File: config.mk
export PLATFORM = sky130hd
export DESIGN_NAME = stpc_div
export DESIGN_NICKNAME = d
export VERILOG_FILES = /design/src/hw/rtl/assert_macros.svh /design/src/hw/rtl/stpc_div.sv
export SDC_FILE = /design/constraint.sdc
export NUM_CORES = 2
export LEC_CHECK = 0
export BUFFER_PORTS_ARGS = -buffer_cell sky130_fd_sc_hd__buf_2
export CELL_PAD_IN_SITES_DETAIL_PLACEMENT = 0
export CELL_PAD_IN_SITES_GLOBAL_PLACEMENT = 1
export CORE_MARGIN = 10
export CORE_UTILIZATION = 39
export CTS_CLUSTER_DIAMETER = 40
export DETAILED_ROUTE_END_ITERATION = 7
export GPL_TIMING_DRIVEN = 0
export PLACE_DENSITY = 0.69
export SYNTH_ARGS = -nofsm -noshare
export SYNTH_HDL_FRONTEND = slang
export SYNTH_SLANG_ARGS = --single-unit
export TNS_END_PERCENT = 100
File: constraint.sdc
create_clock -name clk -period 3.5 [get_ports clk]
set_input_delay 0.35 -clock clk [delete_from_list [all_inputs] [get_ports clk]]
set_output_delay 0.35 -clock clk [all_outputs]
set_load 0.05 [all_outputs]
File: src/hw/rtl/assert_macros.svh
// Assertion macros used by the top level to check its own logic.
`ifndef ASSERT_MACROS_SVH
`define ASSERT_MACROS_SVH

// Property must hold at every rising clock edge outside reset.
`define ASSERT_AT(lbl, clk, rstn, prop, msg) \
	lbl: assert property (@(posedge clk) disable iff (!rstn) (prop)) else $error(msg);

// Expression must never be true at a rising clock edge outside reset.
`define ASSERT_NEVER(lbl, clk, rstn, expr, msg) \
	lbl: assert property (@(posedge clk) disable iff (!rstn) !(expr)) else $error(msg);

`endif

File: src/hw/rtl/stpc_div.sv
// Pipelined restoring divider, one quotient bit per stage, with sideband.
`default_nettype none
module stpc_div #(
	parameter int NUM_W  = 40,
	parameter int DEN_W  = 24,
	parameter int Q_W    = 17,
	parameter int SIDE_W = 8
) (
	input  wire logic              clk,
	input  wire logic              arst_n,
	input  wire logic              en,
	input  wire logic              in_valid,
	input  wire logic [NUM_W-1:0]  num,
	input  wire logic [DEN_W-1:0]  den,
	input  wire logic [SIDE_W-1:0] side_in,
	output logic                   out_valid,
	output logic [Q_W-1:0]         quo,
	output logic [SIDE_W-1:0]      side_out
);
	localparam int REM_W = DEN_W + 1;
	localparam int HI_W  = NUM_W - Q_W;

	logic              v_s    [Q_W];
	logic [REM_W-1:0]  rem_s  [Q_W];
	logic [Q_W-1:0]    low_s  [Q_W];
	logic [Q_W-1:0]    q_s    [Q_W];
	logic [DEN_W-1:0]  den_s  [Q_W];
	logic [SIDE_W-1:0] side_s [Q_W];

	logic [REM_W-1:0] rem_nx [Q_W];
	logic [Q_W-1:0]   low_nx [Q_W];
	logic [Q_W-1:0]   q_nx   [Q_W];

	// The quotient is known to fit Q_W bits, so the high part starts below den.
	always_comb begin
		logic [REM_W-1:0] rem_i;
		logic [REM_W-1:0] rem_t;
		logic [Q_W-1:0]   low_i;
		logic [Q_W-1:0]   q_i;
		logic [DEN_W-1:0] den_i;
		for (int k = 0; k < Q_W; k++) begin
			if (k == 0) begin
				rem_i = REM_W'(num[NUM_W-1 -: HI_W]);
				low_i = num[Q_W-1:0];
				q_i   = '0;
				den_i = den;
			end else begin
				rem_i = rem_s[k-1];
				low_i = low_s[k-1];
				q_i   = q_s[k-1];
				den_i = den_s[k-1];
			end
			rem_t = {rem_i[REM_W-2:0], low_i[Q_W-1]};
			if (rem_t >= {1'b0, den_i}) begin
				rem_nx[k] = rem_t - {1'b0, den_i};
				q_nx[k]   = {q_i[Q_W-2:0], 1'b1};
			end else begin
				rem_nx[k] = rem_t;
				q_nx[k]   = {q_i[Q_W-2:0], 1'b0};
			end
			low_nx[k] = low_i << 1;
		end
	end

	always_ff @(posedge clk or negedge arst_n) begin
		if (!arst_n) begin
			for (int k = 0; k < Q_W; k++) v_s[k] <= 1'b0;
		end else if (en) begin
			v_s[0] <= in_valid;
			for (int k = 1; k < Q_W; k++) v_s[k] <= v_s[k-1];
		end
	end

	always_ff @(posedge clk) begin
		if (en) begin
			for (int k = 0; k < Q_W; k++) begin
				rem_s[k] <= rem_nx[k];
				low_s[k] <= low_nx[k];
				q_s[k]   <= q_nx[k];
			end
			den_s[0]  <= den;
			side_s[0] <= side_in;
			for (int k = 1; k < Q_W; k++) begin
				den_s[k]  <= den_s[k-1];
				side_s[k] <= side_s[k-1];
			end
		end
	end

	assign out_valid = v_s[Q_W-1];
	assign quo       = q_s[Q_W-1];
	assign side_out  = side_s[Q_W-1];
endmodule
`default_nettype wire

==> impl_results.md <==
- Outcome: complete, no violations
- Yosys warnings: 0
- Post-synth cell types: 89
- EDFF count, synth: 1,193
- Seq/Total Area, Yosys: between 50 and 60%
- DR vias: 37,720
- Vias per std cell: 5.044
- Finished Layout Cells: 7,478
- Drt first-iter violations: roughly 2,300
- Clock buffer depth: 3
- Vias in the first global route: 37,850
- Worst VDD drop: 0.5011 mV
- FF/Latch Area: 36,250 um^2
- CORE AREA: 154,400 um^2
- Mapped Area: around 61,000 um^2
- Logic gate share of total power: about two fifths
- Syn_area_per_cell: 12.64 um^2
- Num CTS Buffers: between 150 and 200
- Clock power share: between 20% and 30%
- Drt drc: 0
- Clk slew on worst S/H paths: ~50 ps
- Worst EP arrival: ~4000 ps
- Pwr per Cell Area: about 920 nW/um^2
- Critical Path Fanout Max: 5
- Ranking of synthesized cells by area: edfxtp_1, ha_1, inv_1
- Crit. End Element: flip-flop
- Area leader, netlist: edfxtp_1
- Tot GR Track Use: between 10 and 15%
- Sw power: ~23,000 uW
- ANT cells: 0
- DRT Pass-1 Iters: 5
- Global-route wire length before repair: around 210,000 um
- Die Y: 414.7 um
- Fmax: about 0.29 GHz
- Pint: approximately 44,000 uW
- Setup Skew: 24.49 ps
- Sw Share: between 30% and 40%
- Endpoints failing setup: 0
- Synth top area share: 58.96%
- IO buf count: about 100
- Crit share post-route: between 90% and 100%
- Placed cells: around 7,000
- Footprint of the multi-input gates: 23,150 um^2
- Max-Cap Viols: 0
- CTS tree: yes
- GRT overflow: 0
- Post-synth net total: between 5,000 and 6,000
- Hpwl dp: 94,680 um
- Drt total wl: around 130,000 um
- Asr flop ratio synth: 1.405%
- Most frequent cells in the layout: edfxtp_1, inv_1, ha_1
- Antenna-violating nets left: 0
- Initial antenna violation count: 1
- WS Path Type: flip-flop to flip-flop
- Nets: 5,766
- Dpl ws: -1156 ps
- Root buffer cell: clkbuf_16
- CP Launch Type: flip-flop
- Clock sink total: approximately 1,200
- Synth Instances: ~4,800
- Sequential group share of total power: about a third
- Relative max-transition margin: 36.07%
- Starting Density: around two fifths
- DIE WIDTH: approximately 410 um
- Final setup margin: 72.53 ps
- Wire per inst: roughly 18 um
- Core Rows: approximately 140
- Tot Pwr: about 67,000 uW
- Tmin final: around 3400 ps
- Commonest non-fill, non-tap cell in the layout: edfxtp_1
- Final hold vios: 0
- Boundary Pins: between 100 and 150
- H-Tree Depth: 4
- Clk_lat worst skew: 810 ps
- Type of the worst min-delay path: input pin to flip-flop
- Die area: between 150,000 and 200,000 um^2
- Routability cong.: 0.9087
- Slew of the pin with the lowest slew margin: ~960 ps
- Fillers: between 10,000 and 15,000
- Setup_tns: 0 ps
- Top FF cell, synth: edfxtp_1
- Share of cells above drive strength 1: 15.33%
- Pin count of the biggest net entering global routing: between 150 and 200
- Crit path required time: between 4000 and 5000 ps
- Area delta synth->final: 20.48%
- Final slew viol count: 0
- Fin util: a little under half
- Flops & latches, synth: between 1,000 and 1,500
- Leak Pwr: between 0.02 and 0.03 uW
-- critical path, cell delays in order (launching register included) --
cell      delay [ps]
edfxtp_1         420
inv_1            110
ha_4             220
o21ai_0          200
nor2_2           110
nor4b_4          360
o31ai_2          160
o311ai_4         300
a31oi_2          160
a21oi_2          170
o21ai_2          100
a211oi_4         210
buf_6            170
buf_6            140
mux2_1           350
-- path summary, 6_finish.rpt --
path                                  to          start  cells past startpoint  slack (ps)
max in group asynchronous         v_s[4]         arst_n                      3        2360
max reg2reg                rem_s[0][356]  den_s[0][319]                     14          70
min                          low_s[0][0]             en                      1          10
min in group asynchronous        v_s[15]         arst_n                      3         670
min reg2reg                low_s[0][191]  low_s[0][174]                      0         410
max                        rem_s[0][356]  den_s[0][319]                     14          70
-- logic make-up (layout without fill, tap and decap cells) --
family                     after synthesis  count (layout)  synth area share (%)
adders and majority gates              424             424                 8.929
buffers and inverters                  609            1235                 3.979
muxes                                  230             230                 4.349
DFF                                   1210            1210                 59.66
and+or+nand+nor                        929             929                 7.201
xor gates and xnor gates               310             310                 4.469
AOI/OAI and AO/OA                     1096            1096                 11.41
-- power groups by stage --
stage,Clock (uW),Sequential [uW],Combinational [uW]
floorplan,0,21800,18200
global placement,0,23100,23500
detailed placement,0,22700,23600
CTS,19300,22400,25400
global route,20000,22700,29100
finish,18700,22400,26300
-- through the flow --
stage	hold WS, ps	cell area [um^2]
2_1_floorplan	54.41	60760
3_3_place_gp	278.1	63820
3_5_place_dp	286.0	64040
4_1_cts	63.16	72480
5_1_grt	42.57	73210
6_report	10.65	73210
-- sequential cells by signal (all words and copies together), names as in the netlist --
register and cells:
out_valid 1, v_s 16, rem_s 384, low_s 136
side_s 136, den_s 384, q_s 153
-- layer usage --
layer | share of wire (%) | global-route usage, %
met2 | 47 | 24.36
met4 | 4.3 | 6.894
met5 | 0.022 | 0
met3 | 4.7 | 2.928
met1 | 44 | 19.00
-- cell usage after synthesis (12+ instances only) --
library cell,instances
buf_2,21
edfxtp_1,1193
a21o_1,143
nor2b_1,54
xor2_1,126
o21bai_1,43
a211oi_1,32
and3_1,23
mux2i_1,24
xnor2_1,184
nor2_1,260
mux2_1,138
ha_1,408
o21ai_0,150
inv_1,519
nand4_1,59
nand3_1,74
nand2_1,264
mux2_4,22
nand2b_1,49
a31oi_1,31
o31ai_1,27
o211ai_1,12
clkbuf_1,46
nor3_1,69
o31a_1,18
or3_1,15
mux2_2,46
o21ai_1,99
fa_1,16
a21oi_1,355
o21a_1,57
dfrtp_1,17
-- what timing repair did --
action | 4_1_cts | 5_1_grt
resized for setup | 169 | 115
setup endpoints to repair | 372 | 347
setup buffers | 51 | 26
pin swaps | 46 | 44
gates cloned | 2 | 3
hold endpoints to repair | 90 | 0
hold buffers | 75 | 0
-- cell type report --
class,instances,share of cell area (%)
timing repair buffer,265,2.976
buffer,82,0.8529
clock inverter,151,2.094
clock buffer,214,6.763
tap,2044,3.494
multi-input combinational,2989,31.62
inverter,523,2.682
sequential,1210,49.52
Note: power is estimated with default switching activity, not from simulation.
