**src/hw/rtl/assert_macros.svh**
```systemverilog
// Assertion macros used by the top level to check its own logic.
`ifndef ASSERT_MACROS_SVH
`define ASSERT_MACROS_SVH

// Property must hold at every rising clock edge outside reset.
`define ASSERT_AT(lbl, clk, rstn, prop, msg) \
	lbl: assert property (@(posedge clk) disable iff (!rstn) (prop)) else $error(msg);

// Expression must never be true at a rising clock edge outside reset.
`define ASSERT_NEVER(lbl, clk, rstn, expr, msg) \
	lbl: assert property (@(posedge clk) disable iff (!rstn) !(expr)) else $error(msg);

`endif

```
**src/hw/rtl/stpc_isqrt.sv**
```systemverilog
// Pipelined integer square root, one root bit per stage, with sideband.
`default_nettype none
module stpc_isqrt #(
	parameter int ROOT_W = 24,
	parameter int SIDE_W = 8
) (
	input  wire logic                  clk,
	input  wire logic                  arst_n,
	input  wire logic                  en,
	input  wire logic                  in_valid,
	input  wire logic [2*ROOT_W-1:0]   rad,
	input  wire logic [SIDE_W-1:0]     side_in,
	output logic                       out_valid,
	output logic [ROOT_W-1:0]          root,
	output logic [SIDE_W-1:0]          side_out
);
	localparam int RAD_W = 2 * ROOT_W;
	localparam int REM_W = ROOT_W + 2;

	logic              v_s    [ROOT_W];
	logic [RAD_W-1:0]  rad_s  [ROOT_W];
	logic [REM_W-1:0]  rem_s  [ROOT_W];
	logic [ROOT_W-1:0] root_s [ROOT_W];
	logic [SIDE_W-1:0] side_s [ROOT_W];

	logic [RAD_W-1:0]  rad_nx  [ROOT_W];
	logic [REM_W-1:0]  rem_nx  [ROOT_W];
	logic [ROOT_W-1:0] root_nx [ROOT_W];

	always_comb begin
		logic [RAD_W-1:0]  rad_i;
		logic [REM_W-1:0]  rem_i;
		logic [REM_W-1:0]  rem_t;
		logic [REM_W-1:0]  trial;
		logic [ROOT_W-1:0] root_i;
		for (int k = 0; k < ROOT_W; k++) begin
			if (k == 0) begin
				rad_i  = rad;
				rem_i  = '0;
				root_i = '0;
			end else begin
				rad_i  = rad_s[k-1];
				rem_i  = rem_s[k-1];
				root_i = root_s[k-1];
			end
			// bring down the next pair of radicand bits
			rem_t = {rem_i[REM_W-3:0], rad_i[RAD_W-1 -: 2]};
			trial = {root_i, 2'b01};
			if (rem_t >= trial) begin
				rem_nx[k]  = rem_t - trial;
				root_nx[k] = {root_i[ROOT_W-2:0], 1'b1};
			end else begin
				rem_nx[k]  = rem_t;
				root_nx[k] = {root_i[ROOT_W-2:0], 1'b0};
			end
			rad_nx[k] = rad_i << 2;
		end
	end

	always_ff @(posedge clk or negedge arst_n) begin
		if (!arst_n) begin
			for (int k = 0; k < ROOT_W; k++) v_s[k] <= 1'b0;
		end else if (en) begin
			v_s[0] <= in_valid;
			for (int k = 1; k < ROOT_W; k++) v_s[k] <= v_s[k-1];
		end
	end

	always_ff @(posedge clk) begin
		if (en) begin
			for (int k = 0; k < ROOT_W; k++) begin
				rad_s[k]  <= rad_nx[k];
				rem_s[k]  <= rem_nx[k];
				root_s[k] <= root_nx[k];
			end
			side_s[0] <= side_in;
			for (int k = 1; k < ROOT_W; k++) side_s[k] <= side_s[k-1];
		end
	end

	assign out_valid = v_s[ROOT_W-1];
	assign root      = root_s[ROOT_W-1];
	assign side_out  = side_s[ROOT_W-1];
endmodule
`default_nettype wire

```
**config.mk**
```make
export PLATFORM = sky130hd
export DESIGN_NAME = stpc_isqrt
export DESIGN_NICKNAME = d
export VERILOG_FILES = /design/src/hw/rtl/assert_macros.svh /design/src/hw/rtl/stpc_isqrt.sv
export SDC_FILE = /design/constraint.sdc
export NUM_CORES = 2
export LEC_CHECK = 0
export BUFFER_PORTS_ARGS = -buffer_cell sky130_fd_sc_hd__buf_2
export CAP_MARGIN = 0
export CORE_AREA = 2 2 486 295
export DETAILED_ROUTE_END_ITERATION = 10
export DIE_AREA = 0 0 488 297
export GPL_TIMING_DRIVEN = 0
export HOLD_SLACK_MARGIN = 0.05
export PLACE_DENSITY = 0.72
export SYNTH_ARGS = -nofsm -noshare
export SYNTH_HDL_FRONTEND = slang
export SYNTH_SLANG_ARGS = --single-unit
```
**constraint.sdc**
```tcl
create_clock -name clk -period 10.2 [get_ports clk]
set_clock_uncertainty 0.15 [all_clocks]
set_input_delay 0.51 -clock clk [delete_from_list [all_inputs] [get_ports clk]]
set_output_delay 0.51 -clock clk [all_outputs]
set_load 0.1 [all_outputs]
```
==> impl_metrics.yaml <==
worst_setup_path:
  setup.worst_path.class: "input pin to flip-flop"
  reg2reg_setup_slack_ns: 4.86
  worst-endpoint-required_ns: 10.44
  arrival_ns: 6.05
  critical_path.startpoint_type: "input pin"
  end_kind: "flip-flop"
  cp_slowest_cell: "buf_16"
  critical_path.most_common_cell: "buf_16"
  cp_max_fo: 183
  timing.critical_path.cells: "dlygate4sd3_1 -> buf_12 -> buf_16 -> buf_16 -> buf_16 -> buf_16 -> buf_16 -> buf_16 -> buf_16"
  crit_path_max_cell_delay_ns: 0.62
power:
  power.switching_fraction_pct: 27.02
  power.share.sequential_pct: 49.4
  clockPowerShare_pct: 32.6
  worst_ir_drop_on_vdd_mv: 0.1772
  total_switching_power_mw: 4.682
  power_frac_comb_pct: 18.0
  internal_power_mw: 12.64
  static-leakage-power_nw: 29.93
  power.density_cell_area_nw_per_um2: 220.4
yosys:
  synth-async-reset-ratio_pct: 1.509
  synth_seq_cells: 1590
  netlist.top_cell.by_area: "edfxtp_1"
  synthFlopType: "edfxtp_1"
  synth-edff-count: 1566
  syn_area_um2: 69880
  proportion_of_synthesized_chip_area_in_sequential_cells_pct: 68.15
  synth.net_count: 5378
  synth_area_leaders: "edfxtp_1 67%, ha_1 5.8%, xnor2_1 3.1%"
  cell_count_after_synthesis: 4993
  syn_area_per_cell_um2: 14.00
  synth_largest_type_area_fraction_pct: 67.29
  yosys_warnings: 0
  yosysUniqueCellTypes: 82
finish:
  layout.nets: 5694
  post_route_cells_drive_above_1_share_pct: 7.545
  final_cell_area_um2: 78600
  area_growth_syn_to_layout_pct: 12.47
  insertedDiodeCount: 0
flow_run:
  max_cap_violations: 0
sta:
  finalHoldViolations: 0
  finalSetupTns_ns: 0
  timing.fmax_mhz: 172.2
  final.hold.worst_slack_ns: 0.2573
  period_needed_ns: 5.806
  grt_setup_unrepaired: "false"
  layout_setup_ws_ns: 4.394
  period_share_pct: 56.92
  max_slew_margin_pct: 15.89
  setup_viol: 0
  tightestPinTransition_ns: 1.250
  timing.final.max_slew_violations: 0
cts:
  cts.clk_slew.worst_paths_ns: 0.06
  cts.sinks: 1590
  cts_tree: "yes"
  clk_root_buffer_cell: "clkbuf_16"
  htree_num_levels: 4
  cts_inserted_buffers: 151
  insertion_delay_ns: 0.79
  clk_path_buf_depth: 3
global_routing:
  grt-ovfl-total: 0
  overall_global_routing_usage_pct: 17.89
  grt_first_pass_wirelength_mm: 206.5
  maximum_number_of_pins_on_one_net_before_global_route_repair: 184
  antenna_found_initial: 1
  first_global_vias: 37850
hold_path:
  worst_hold_path_type: "flip-flop to flip-flop"
place:
  place_worst_setup_slack_ns: 3.893
  post_dp_cell_area_um2: 73020
  place_congestion: 0.9596
  place_hpwl_mm: 89.86
  buffer_ports.inserted: 92
drt:
  ant_nets: 0
  drt-initial-drc-count: 4214
  drt-vias-per-instance: 5.442
  drc: 0
  postRouteWirelength_mm: 130.3
  vias: 39950
  first_pass_iters: 6
  routed_wire_length_per_instance_um: 17.75
outcome:
  status: "completed"
floorplan:
  die-height_um: 297
  std_cell_rows: 107
  starting_density_of_the_core_pct: 49.67
  fp.coreArea_um2: 140700
  die_area_um2: 144900
  pin_count: 93
  die_width_um: 488
==> synthesized netlist by cell type (49+ instances only) <==
cell,n
xnor2_1,249
nand2_1,260
nor3_1,90
or3_1,52
o21ai_1,132
o21a_1,54
mux2_2,49
nor2b_1,49
nand2b_1,63
nor4_1,52
mux2_1,68
ha_1,325
edfxtp_1,1566
o21ai_0,72
nor2_1,308
a21oi_1,319
nand4_1,55
a21o_1,110
clkbuf_1,68
inv_1,385
xor2_1,169
nand3_1,79
==> layout make-up <==
| type | instances | area, um^2 |
|---|---|---|
| inverters | 394 | 1479 |
| repair buffers | 163 | 1361 |
| plain buffers | 84 | 350.3 |
| clock inverters | 103 | 1055 |
| well taps | 1907 | 2386 |
| fillers | 11220 | 62110 |
| flip-flops and latches | 1590 | 47630 |
| multi-input cells | 2925 | 20430 |
| clock buffers | 175 | 3910 |
==> registers in the layout (all words and copies together) (netlist names) <==
signal	flops
rem_s	522
rad_s	552
out_valid	1
v_s	23
root_s	300
side_s	192
==> critical path, delay by kind of cell <==
family / cells / cell delay, ns
buffers and inverters: 9 / 4.56
==> routing by layer <==
layer / part of all wire [%] / up-vias / track usage, %
met5: 0 / - / 0
met4: 1.8 / 0 / 5.058
met3: 8.2 / 171 / 3.869
met2: 39 / 1241 / 22.83
met1: 51 / 19310 / 29.95
li1: - / 19230 / -
==> path summary, 6_finish.rpt <==
kind | start | end | cells past startpoint
max | en | side_s[2][36] | 9
min | rad_s[1][132] | rad_s[1][180] | 0
max reg2reg | root_s[2][120] | rem_s[2][177] | 12
min reg2reg | rad_s[1][132] | rad_s[1][180] | 0
max in group asynchronous | arst_n | v_s[18] | 3
min in group asynchronous | arst_n | v_s[14] | 3
==> cells in the final DEF, fill, tap and decap left out, drive strengths merged, types with 169 or more instances in the layout <==
cell type  instances
a21oi            319
xnor2            249
edfxtp          1566
nor2             308
inv              404
nand2            260
ha               325
xor2             169
clkbuf           243
o21ai            204
==> through the flow <==
stage,std cells,power [mW],util (%)
6_report,7341,17.32,55.86
5_1_grt,7341,18.15,55.86
4_1_cts,7341,17.45,55.86
3_5_place_dp,7002,11.71,51.90
3_3_place_gp,6992,11.90,51.69
2_1_floorplan,4993,10.78,-
==> power by group through the flow <==
stage / clock, mW / combinational, mW / sequential (mW)
6_report: 5.64 / 3.12 / 8.56
5_1_grt: 6.06 / 3.45 / 8.64
4_1_cts: 5.82 / 3.06 / 8.57
3_5_place_dp: 0 / 3.01 / 8.70
3_3_place_gp: 0 / 2.92 / 8.98
2_1_floorplan: 0 / 2.19 / 8.59
==> logic make-up after synthesis <==
group                    synth area share [%]
flip-flops                              68.15
XOR/XNOR                                5.239
buffers and inverters                   2.618
other                                0.005366
adder cells (fa/ha/maj)                 5.819
multiplexers                            1.986
AO/OA/AOI/OAI                           7.885
AND/OR/NAND/NOR                         8.299
==> repair_timing <==
| item | in CTS | in global routing |
|---|---|---|
| hold buffers | 61 | 0 |
| endpoints found under the setup margin | 0 | 0 |
| endpoints found under the hold margin | 128 | 0 |
| buffers inserted | 0 | 0 |
| resized for setup | 0 | 0 |
(Power assumes the default switching activity.)
